===== src/hdl/rvdec_pkg.sv =====
package rvdec_pkg;

    localparam int unsigned WORD_W = 32;
    localparam int unsigned MN_W   = 6;
    localparam int unsigned REG_W  = 5;

    // opcodes
    localparam logic [6:0] OP_REG    = 7'h33;
    localparam logic [6:0] OP_LOAD   = 7'h03;
    localparam logic [6:0] OP_IMM    = 7'h13;
    localparam logic [6:0] OP_BRANCH = 7'h63;
    localparam logic [6:0] OP_STORE  = 7'h23;
    localparam logic [6:0] OP_LUI    = 7'h37;
    localparam logic [6:0] OP_AUIPC  = 7'h17;
    localparam logic [6:0] OP_JAL    = 7'h6F;
    localparam logic [6:0] OP_JALR   = 7'h67;

    localparam logic [6:0] F7_BASE = 7'h00;
    localparam logic [6:0] F7_ALT  = 7'h20;

    // mnemonic codes
    localparam logic [MN_W-1:0] MN_ADD   = 6'd0;
    localparam logic [MN_W-1:0] MN_SUB   = 6'd1;
    localparam logic [MN_W-1:0] MN_SLL   = 6'd2;
    localparam logic [MN_W-1:0] MN_SLT   = 6'd3;
    localparam logic [MN_W-1:0] MN_SLTU  = 6'd4;
    localparam logic [MN_W-1:0] MN_XOR   = 6'd5;
    localparam logic [MN_W-1:0] MN_SRL   = 6'd6;
    localparam logic [MN_W-1:0] MN_SRA   = 6'd7;
    localparam logic [MN_W-1:0] MN_OR    = 6'd8;
    localparam logic [MN_W-1:0] MN_AND   = 6'd9;
    localparam logic [MN_W-1:0] MN_LB    = 6'd10;
    localparam logic [MN_W-1:0] MN_LH    = 6'd11;
    localparam logic [MN_W-1:0] MN_LW    = 6'd12;
    localparam logic [MN_W-1:0] MN_LBU   = 6'd13;
    localparam logic [MN_W-1:0] MN_LHU   = 6'd14;
    localparam logic [MN_W-1:0] MN_ADDI  = 6'd15;
    localparam logic [MN_W-1:0] MN_SLTI  = 6'd16;
    localparam logic [MN_W-1:0] MN_SLTIU = 6'd17;
    localparam logic [MN_W-1:0] MN_XORI  = 6'd18;
    localparam logic [MN_W-1:0] MN_ORI   = 6'd19;
    localparam logic [MN_W-1:0] MN_ANDI  = 6'd20;
    localparam logic [MN_W-1:0] MN_SLLI  = 6'd21;
    localparam logic [MN_W-1:0] MN_SRLI  = 6'd22;
    localparam logic [MN_W-1:0] MN_SRAI  = 6'd23;
    localparam logic [MN_W-1:0] MN_BEQ   = 6'd24;
    localparam logic [MN_W-1:0] MN_BNE   = 6'd25;
    localparam logic [MN_W-1:0] MN_BLT   = 6'd26;
    localparam logic [MN_W-1:0] MN_BGE   = 6'd27;
    localparam logic [MN_W-1:0] MN_BLTU  = 6'd28;
    localparam logic [MN_W-1:0] MN_BGEU  = 6'd29;
    localparam logic [MN_W-1:0] MN_SB    = 6'd30;
    localparam logic [MN_W-1:0] MN_SH    = 6'd31;
    localparam logic [MN_W-1:0] MN_SW    = 6'd32;
    localparam logic [MN_W-1:0] MN_LUI   = 6'd33;
    localparam logic [MN_W-1:0] MN_AUIPC = 6'd34;
    localparam logic [MN_W-1:0] MN_JAL   = 6'd35;
    localparam logic [MN_W-1:0] MN_JALR  = 6'd36;
    localparam logic [MN_W-1:0] MN_UNKNOWN = 6'd37;

    // decoded result carried from the decode logic to the result register
    typedef struct packed {
        logic              recognized;
        logic [MN_W-1:0]   mnemonic;
        logic [REG_W-1:0]  dest_reg;
        logic [REG_W-1:0]  src_reg_a;
        logic [REG_W-1:0]  src_reg_b;
        logic [WORD_W-1:0] immediate;
    } dec_result_t;

endpackage


===== src/hdl/rvdec_decode.sv =====
module rvdec_decode
(
    input  logic [rvdec_pkg::WORD_W-1:0] word,
    output rvdec_pkg::dec_result_t       result
);

    logic [6:0]                     opcode;
    logic [2:0]                     funct3;
    logic [6:0]                     funct7;
    logic [rvdec_pkg::MN_W-1:0]     mn;
    logic [rvdec_pkg::WORD_W-1:0]   imm;
    logic [rvdec_pkg::WORD_W-1:0]   imm_i;
    logic [rvdec_pkg::WORD_W-1:0]   imm_s;
    logic [rvdec_pkg::WORD_W-1:0]   imm_b;
    logic [rvdec_pkg::WORD_W-1:0]   imm_u;
    logic [rvdec_pkg::WORD_W-1:0]   imm_j;
    logic [rvdec_pkg::WORD_W-1:0]   shamt;

    assign opcode = word[6:0];
    assign funct3 = word[14:12];
    assign funct7 = word[31:25];

    assign imm_i = {{20{word[31]}}, word[31:20]};
    assign imm_s = {{20{word[31]}}, word[31:25], word[11:7]};
    assign imm_b = {{19{word[31]}}, word[31], word[7], word[30:25], word[11:8], 1'b0};
    assign imm_u = {word[31:12], 12'h000};
    assign imm_j = {{11{word[31]}}, word[31], word[19:12], word[20], word[30:21], 1'b0};
    assign shamt = {27'd0, word[24:20]};

    always_comb
    begin
        mn  = rvdec_pkg::MN_UNKNOWN;
        imm = '0;
        case (opcode)
            rvdec_pkg::OP_REG:
            begin
                if (funct7 == rvdec_pkg::F7_BASE)
                begin
                    case (funct3)
                        3'd0:    mn = rvdec_pkg::MN_ADD;
                        3'd1:    mn = rvdec_pkg::MN_SLL;
                        3'd2:    mn = rvdec_pkg::MN_SLT;
                        3'd3:    mn = rvdec_pkg::MN_SLTU;
                        3'd4:    mn = rvdec_pkg::MN_XOR;
                        3'd5:    mn = rvdec_pkg::MN_SRL;
                        3'd6:    mn = rvdec_pkg::MN_OR;
                        default: mn = rvdec_pkg::MN_AND;
                    endcase
                end
                else if (funct7 == rvdec_pkg::F7_ALT)
                begin
                    if (funct3 == 3'd0)
                        mn = rvdec_pkg::MN_SUB;
                    else if (funct3 == 3'd5)
                        mn = rvdec_pkg::MN_SRA;
                end
            end
            rvdec_pkg::OP_LOAD:
            begin
                imm = imm_i;
                case (funct3)
                    3'd0:    mn = rvdec_pkg::MN_LB;
                    3'd1:    mn = rvdec_pkg::MN_LH;
                    3'd2:    mn = rvdec_pkg::MN_LW;
                    3'd4:    mn = rvdec_pkg::MN_LBU;
                    3'd5:    mn = rvdec_pkg::MN_LHU;
                    default: mn = rvdec_pkg::MN_UNKNOWN;
                endcase
            end
            rvdec_pkg::OP_IMM:
            begin
                case (funct3)
                    3'd1:
                    begin
                        if (funct7 == rvdec_pkg::F7_BASE)
                        begin
                            mn  = rvdec_pkg::MN_SLLI;
                            imm = shamt;
                        end
                    end
                    3'd5:
                    begin
                        if (funct7 == rvdec_pkg::F7_BASE)
                        begin
                            mn  = rvdec_pkg::MN_SRLI;
                            imm = shamt;
                        end
                        else if (funct7 == rvdec_pkg::F7_ALT)
                        begin
                            mn  = rvdec_pkg::MN_SRAI;
                            imm = shamt;
                        end
                    end
                    3'd0:
                    begin
                        mn  = rvdec_pkg::MN_ADDI;
                        imm = imm_i;
                    end
                    3'd2:
                    begin
                        mn  = rvdec_pkg::MN_SLTI;
                        imm = imm_i;
                    end
                    3'd3:
                    begin
                        mn  = rvdec_pkg::MN_SLTIU;
                        imm = imm_i;
                    end
                    3'd4:
                    begin
                        mn  = rvdec_pkg::MN_XORI;
                        imm = imm_i;
                    end
                    3'd6:
                    begin
                        mn  = rvdec_pkg::MN_ORI;
                        imm = imm_i;
                    end
                    default:
                    begin
                        mn  = rvdec_pkg::MN_ANDI;
                        imm = imm_i;
                    end
                endcase
            end
            rvdec_pkg::OP_BRANCH:
            begin
                imm = imm_b;
                case (funct3)
                    3'd0:    mn = rvdec_pkg::MN_BEQ;
                    3'd1:    mn = rvdec_pkg::MN_BNE;
                    3'd4:    mn = rvdec_pkg::MN_BLT;
                    3'd5:    mn = rvdec_pkg::MN_BGE;
                    3'd6:    mn = rvdec_pkg::MN_BLTU;
                    3'd7:    mn = rvdec_pkg::MN_BGEU;
                    default: mn = rvdec_pkg::MN_UNKNOWN;
                endcase
            end
            rvdec_pkg::OP_STORE:
            begin
                imm = imm_s;
                case (funct3)
                    3'd0:    mn = rvdec_pkg::MN_SB;
                    3'd1:    mn = rvdec_pkg::MN_SH;
                    3'd2:    mn = rvdec_pkg::MN_SW;
                    default: mn = rvdec_pkg::MN_UNKNOWN;
                endcase
            end
            rvdec_pkg::OP_LUI:
            begin
                mn  = rvdec_pkg::MN_LUI;
                imm = imm_u;
            end
            rvdec_pkg::OP_AUIPC:
            begin
                mn  = rvdec_pkg::MN_AUIPC;
                imm = imm_u;
            end
            rvdec_pkg::OP_JAL:
            begin
                mn  = rvdec_pkg::MN_JAL;
                imm = imm_j;
            end
            rvdec_pkg::OP_JALR:
            begin
                if (funct3 == 3'd0)
                    mn = rvdec_pkg::MN_JALR;
                imm = imm_i;
            end
            default:
            begin
                mn  = rvdec_pkg::MN_UNKNOWN;
                imm = '0;
            end
        endcase
    end

    // unknown words give a zero immediate
    always_comb
    begin
        result.recognized = (mn != rvdec_pkg::MN_UNKNOWN);
        result.mnemonic   = mn;
        result.dest_reg   = word[11:7];
        result.src_reg_a  = word[19:15];
        result.src_reg_b  = word[24:20];
        result.immediate  = (mn == rvdec_pkg::MN_UNKNOWN) ? '0 : imm;
    end

endmodule


===== src/hdl/rv32i_instruction_decoder.sv =====
// rv32i instruction decoder
// the result strobe follows the start transfer through the input register and the result register
// throughput: one instruction per cycle; busy is tied low, so start may be held every cycle
// reset: rst_n asynchronous active low clears the valid flags; no result strobes until
// a start transfer; the receiver cannot stall, so results are never held back
module rv32i_instruction_decoder
(
    input  logic        clk,
    input  logic        rst_n,
    input  logic        start,
    output logic        busy,
    input  logic [31:0] instr_word,
    output logic        done,
    output logic        recognized,
    output logic [5:0]  mnemonic,
    output logic [4:0]  dest_reg,
    output logic [4:0]  src_reg_a,
    output logic [4:0]  src_reg_b,
    output logic signed [31:0] immediate
);

    // input stage
    logic                          in_valid_reg;
    logic [rvdec_pkg::WORD_W-1:0]  word_reg;

    // result stage
    logic                          out_valid_reg;
    rvdec_pkg::dec_result_t        result_reg;
    rvdec_pkg::dec_result_t        result_next;

    // nothing ever holds the pipeline, every start is a transfer
    assign busy = 1'b0;

    always_ff @(posedge clk or negedge rst_n)
    begin
        if (!rst_n)
        begin
            in_valid_reg  <= 1'b0;
            out_valid_reg <= 1'b0;
        end
        else
        begin
            in_valid_reg  <= start;
            out_valid_reg <= in_valid_reg;
        end
    end

    // payload registers, no reset needed
    always_ff @(posedge clk)
    begin
        if (start)
            word_reg <= instr_word;
        if (in_valid_reg)
            result_reg <= result_next;
    end

    // single pass decode between the two registers
    rvdec_decode u_decode
    (
        .word   (word_reg),
        .result (result_next)
    );

    assign done       = out_valid_reg;
    assign recognized = result_reg.recognized;
    assign mnemonic   = result_reg.mnemonic;
    assign dest_reg   = result_reg.dest_reg;
    assign src_reg_a  = result_reg.src_reg_a;
    assign src_reg_b  = result_reg.src_reg_b;
    assign immediate  = $signed(result_reg.immediate);

    // a start transfer strobes done once it has passed the input register and the result register
    a_start_to_done: assert property (@(posedge clk) disable iff (!rst_n)
        start |-> ##2 done)
        else $error("start transfer not followed by done");

    // done only follows a start transfer
    a_done_has_start: assert property (@(posedge clk) disable iff (!rst_n)
        done |-> $past(start, 2))
        else $error("done without a start transfer");

    // recognized and the unknown code agree
    a_recog_code: assert property (@(posedge clk) disable iff (!rst_n)
        done |-> (recognized == (mnemonic != rvdec_pkg::MN_UNKNOWN)))
        else $error("recognized flag disagrees with mnemonic");

    // unknown words carry a zero immediate
    a_unknown_imm: assert property (@(posedge clk) disable iff (!rst_n)
        (done && !recognized) |-> (immediate == 32'sd0))
        else $error("unknown word with nonzero immediate");

    // register fields are the raw word fields
    a_reg_fields: assert property (@(posedge clk) disable iff (!rst_n)
        start |-> ##2 (dest_reg == $past(instr_word[11:7], 2)
                       && src_reg_a == $past(instr_word[19:15], 2)
                       && src_reg_b == $past(instr_word[24:20], 2)))
        else $error("register field mismatch");

endmodule


===== config.mk =====
export PLATFORM = sky130hd
export DESIGN_NAME = rv32i_instruction_decoder
export DESIGN_NICKNAME = d
export VERILOG_FILES = /design/src/hdl/rvdec_pkg.sv /design/src/hdl/rvdec_decode.sv /design/src/hdl/rv32i_instruction_decoder.sv
export SDC_FILE = /design/constraint.sdc
export NUM_CORES = 1
export LEC_CHECK = 0
export ABC_AREA = 0
export BUFFER_PORTS_ARGS = -buffer_cell sky130_fd_sc_hd__buf_4
export CAP_MARGIN = 30
export CORE_MARGIN = 2
export CORE_UTILIZATION = 55
export DETAILED_ROUTE_END_ITERATION = 8
export PLACE_DENSITY = 0.89
export SLEW_MARGIN = 20
export SYNTH_ARGS = -nofsm -noshare
export SYNTH_HDL_FRONTEND = slang
export SYNTH_SLANG_ARGS = --single-unit

===== constraint.sdc =====
create_clock -name clk -period 5.42 [get_ports clk]
set_input_delay 0.542 -clock clk [delete_from_list [all_inputs] [get_ports clk]]
set_output_delay 0.542 -clock clk [all_outputs]
set_load 0.02 [all_outputs]

Yosys cells after proc, flatten, opt, wreduce, memory -nomap -nowiden
Index checks and enable logic that the tools add are counted. W data, S select, Z words.

Bits in registers: 88. Bits of input ports: 35. Output and inout bits: 56. Word-level logic and storage cells: 51.

Equality and inequality tests: 19. Muxes and demuxes: 19. Reductions and logical operators: 4.

Operators with widths (number): $pmux W32 S6 (1); $pmux W32 S2 (1); $pmux W6 S9 (1); $mux W6 (7); $pmux W6 S7 (1); $pmux W6 S6 (1); $mux W32 (1); $pmux W6 S5 (1); $eq A7 B6 Y1 const B (4); $pmux W4 S7 (1); $eq A7 B7 Y1 const B (3); $pmux W6 S3 (1); $eq A7 B5 Y1 const B (2); $eq A3 B3 Y1 const B (4); $mux W5 (2); $eq A7 B2 Y1 const B (1); $logic_not A7 Y1 (1); $eq A3 B2 Y1 const B (2); $eq A6 B6 Y1 const B (1); $ne A6 B6 Y1 const B (1); $reduce_or A2 Y1 (2); $eq A3 B1 Y1 const B (1); $logic_not A3 Y1 (1); $mux W1 (1).

Logic depth before layout (Yosys ltp)
Depth in word-level cells: 7. Depth in mapped cells: 8. Depth with buffers taken out: 6.

Cells and area by module
From an unflattened synthesis, not the netlist that was laid out.

Cells, all modules: 325. Area total of the unflattened synthesis: 4186.5 sq um.

Modules (own cells, without submodules): rv32i_instruction_decoder (times used 1, cells each 90, area an instance 2643.8 sq um, sequential area each 2632.5 sq um); rvdec_decode (times used 1, cells each 235, area an instance 1542.7 sq um, sequential area each 0.0 sq um).

Least setup slack after synthesis
Ideal clock, no wire load.

Path kind: register to register. Start: reg word_reg[2] in the netlist's numbering. End: reg result_reg, in the netlist immediate[10], data pin. Arrival time: 1.999 ns. Data required time: 5.157 ns. Slack: 3.158 ns. Stages on the path, launching flop included: 8. Path buffers: 1. Period minus slack after synthesis: 2.262 ns. Cells stage by stage: edfxtp_1 nand4bb_1 or3_1 nor3_1 nor4_4 a22oi_4 buf_6 a21oi_2.

Cells in the longest elaborated chain, start to end: 3.

Ends and longest elaborated chain: start: declaration (RTL line rv32i_instruction_decoder.sv:24) `logic [rvdec_pkg::WORD_W-1:0] word_reg;`; start signal: assignment (RTL line rv32i_instruction_decoder.sv:52) `word_reg <= instr_word;`; $eq A7 B7 Y1 (tied with other cells) (RTL line rvdec_decode.sv:34) `case (opcode)`; $pmux W6 S9 or $reduce_or A2 Y1 (tied branches); $eq A6 B6 Y1 or $pmux W32 S6 (tied branches) (RTL line rvdec_decode.sv:186, rvdec_decode.sv:34); end signal: assignment (RTL line rv32i_instruction_decoder.sv:54) `result_reg <= result_next;`; end: declaration (RTL line rv32i_instruction_decoder.sv:28) `rvdec_pkg::dec_result_t result_reg;`.

Several ways; a longest one is shown, not always the timed one. A chain may end at the register's enable or synchronous reset.

Final worst setup path
Start: reg word_reg[5] in the netlist's numbering. End: reg result_reg, in the netlist immediate[1], data pin.

Same word-level chain as after synthesis.

==> insert_results.sql <==
INSERT INTO impl_metrics (metric_group, metric, value, unit) VALUES
('synthesis', 'postSynthNetCount', '339', ''),
('setup_path', 'timing_worst_setup_path_type', 'flop to flop', ''),
('setup_path', 'crit_start', 'word_reg[5]$_DFFE_PP_', ''),
('synthesis', 'post_synth_most_frequent_cells', 'edfxtp_1 (86), a21oi_1 (37), a21oi_2 (30)', ''),
('setup_path', 'slowest_cell_on_the_critical_path', 'edfxtp_1', ''),
('setup_path', 'cp-end-kind', 'flop', ''),
('grt', 'grt_start_max_net_pins', '52', ''),
('grt', 'grt.total_usage', '0.231', ''),
('grt', 'gr-total-overflow', '0', ''),
('layout', 'count_of_nets_after_finishing', '422', ''),
('grt', 'first_pass_grt_wire_length', '13600', 'um'),
('placement', 'placed_area', '4730', 'um^2'),
('setup_path', 'critical-path-top-cell-by-count', 'a21oi_1', ''),
('layout', 'layout-area-overhead-vs-synth', '23.7', '%'),
('worst_hold_path', 'worstHoldPathType', 'input pin to flop', ''),
('sta', 'layout_worst_path_cycle_share', '0.587', ''),
('clock_tree', 'post_cts.resized_instances', '0', ''),
('clock_tree', 'clk_root_buffer_cell', 'clkbuf_8', ''),
('clock_tree', 'tritoncts_clock_tree', 'built', ''),
('layout', 'finish.utilization', '0.692', ''),
('placement', 'routabilityCongestion', '0.923', ''),
('synthesis', 'yosysUniqueCellTypes', '54', ''),
('synthesis', 'most_repeated_cell_in_the_gate_level_netlist_after_synthesis', 'edfxtp_1', ''),
('placement', 'port_buffers', '89', ''),
('placement', 'place_ws', '2.30', 'ns'),
('layout', 'antenna_cells', '0', ''),
('synthesis', 'post_synth_inst_count', '304', ''),
('setup_path', 'timing.critical_path.fanout_max', '21', ''),
('synthesis', 'synthesis.area', '4000', 'um^2'),
('floorplanning', 'floorplan.initialDensity', '0.560', ''),
('status', 'outcome', 'finished clean', ''),
('power_and_ir_drop', 'final_total_pwr', '1.50', 'mW'),
('synthesis', 'synthesis.area_per_instance', '13.1', 'um^2'),
('floorplanning', 'placementRows', '31', ''),
('route', 'detail_route.wl_per_cell', '18.3', 'um'),
('floorplanning', 'chipHeight', '89.2', 'um'),
('clock_tree', 'cts_post_setup_buffers_inserted', '0', ''),
('synthesis', 'seq_area_frac_synth', '0.659', ''),
('grt', 'grt_pass1_vias', '2656', ''),
('setup_path', 'critPathMaxStageDelay', '0.77', 'ns'),
('synthesis', 'async_flop_share', '0.0227', ''),
('setup_path', 'cp_cell_sequence', 'and3b_1 > nand2_1 > a21oi_1 > nand4_2 > buf_4 > a21oi_1', ''),
('clock_tree', 'clk-insertion-delay-late', '0.36', 'ns'),
('sta', 'rsz_0062_raised_after_global_routing', 'false', ''),
('clock_tree', 'max-clock-path-buffers', '2', ''),
('floorplanning', 'die_area', '7960', 'um^2'),
('setup_path', 'timing.critical_path.arrival', '3.38', 'ns'),
('sta', 'min_period', '3.18', 'ns'),
('synthesis', 'synth_ff_type', 'edfxtp_1', ''),
('clock_tree', 'cts.clk_slew.worst_paths', '0.10', 'ns'),
('route', 'route.final.wire_length', '9000', 'um'),
('setup_path', 'timing.critical_path.required', '5.61', 'ns'),
('clock_tree', 'cts.sinks', '88', ''),
('run', 'max-cap-violations', '0', ''),
('clock_tree', 'numCtsBuffers', '9', ''),
('clock_tree', 'cts_htree_levels', '3', ''),
('synthesis', 'synth-seq-cells', '88', ''),
('layout', 'postLayoutCellArea', '4940', 'um^2'),
('floorplanning', 'die_width', '89.2', 'um'),
('route', 'initial_drt_markers', '391', ''),
('sta', 'fin_ws', '2.24', 'ns'),
('grt', 'antenna_found_initial', '0', ''),
('synthesis', 'post_synth_main_area_contributors', 'edfxtp_1 (65%), a21oi_2 (6.6%), a21oi_1 (4.6%), nand2_1 (2.1%), a22oi_1 (1.3%)', ''),
('route', 'detailroute.via_count', '2797', ''),
('layout', 'layout.cells.non_filler', '491', ''),
('placement', 'dpl.hpwl', '6420', 'um'),
('sta', 'fin_tns_setup', '0', 'ns'),
('setup_path', 'crit_path_start_kind', 'flop', ''),
('synthesis', 'biggest_area_consumer_among_synthesized_cells', 'edfxtp_1', ''),
('route', 'drc_errors', '0', ''),
('sta', 'worst_setup_skew_after_layout', '0.0124', 'ns');
## final timing paths
path                       slack, ns  cells past startpoint                    endpoint
min in group asynchronous       0.49                      2      in_valid_reg$_DFF_PN0_
max                             2.24                      6  immediate[1]$_SDFFCE_PN0P_
max in group asynchronous       4.83                      2      in_valid_reg$_DFF_PN0_
min reg2reg                     0.46                      0       dest_reg[3]$_DFFE_PP_
min                             0.35                      1      word_reg[13]$_DFFE_PP_
max reg2reg                     2.24                      6  immediate[1]$_SDFFCE_PN0P_
## worst max-delay path: cells and delay by family, from the launching register on
| family | cells | cell delay, ns |
|---|---|---|
| AND/OR/NAND/NOR | 3 | 1.17 |
| flip-flops | 1 | 0.77 |
| buffers and inverters | 1 | 0.48 |
| AO/OA/AOI/OAI | 2 | 0.59 |
## cell type report
cell class,count,area [um^2]
Timing Repair Buffer,94,728
Multi-Input combinational cell,186,1220
Inverter,8,30.0
Fill cell,510,2190
Clock buffer,9,124
Tap cell,99,124
Sequential cell,88,2630
Clock inverter,7,77.6
## power breakdown
| part | internal [mW] | total (mW) | switching (mW) | leakage, nW |
|---|---|---|---|---|
| clock | 0.220 | 0.466 | 0.246 | 0.106 |
| combinational | 0.0791 | 0.194 | 0.115 | 0.785 |
| sequential | 0.800 | 0.845 | 0.0448 | 0.854 |
| total | 1.10 | 1.50 | 0.406 | 1.75 |
## layout by cell type (no fill, tap or decap), types with 2 or more instances in the layout
master,count
a21oi_1,37
a21oi_2,30
a22oi_1,7
a32o_1,2
and3_1,3
and3b_1,2
buf_4,92
clkbuf_8,9
clkinv_2,2
edfxtp_1,86
inv_1,6
inv_2,2
inv_6,3
nand2_1,22
nand2b_1,6
nand3_1,2
nand4_1,4
nor2_1,12
nor2b_1,6
nor3_1,6
nor4_4,2
o2111ai_1,4
o211ai_1,2
o21ai_0,9
o21ai_1,2
## repair_timing
action	CTS	global route
hold buffers	1	0
hold endpoints to repair	2	0
endpoints found under the setup margin	0	0
## layer usage
layer,share of wire,up-vias,global-route usage
met1,0.42,1331,0.320
met2,0.50,129,0.370
li1,-,1323,-
met3,0.065,14,0.0591
met4,0.014,0,0.0597
met5,0,-,0
## cell families (layout without fill, tap and decap cells)
logic type | Yosys count | count (layout) | share of synthesized area
buffers and inverters | 30 | 118 | 0.0360
and+or+nand+nor | 78 | 78 | 0.114
AOI/OAI and AO/OA | 105 | 105 | 0.186
muxes | 1 | 1 | 0.00251
xor gates and xnor gates | 1 | 1 | 0.00219
DFF | 88 | 88 | 0.659
other | 1 | 1 | 0.000939
(Power assumes the default switching activity.)
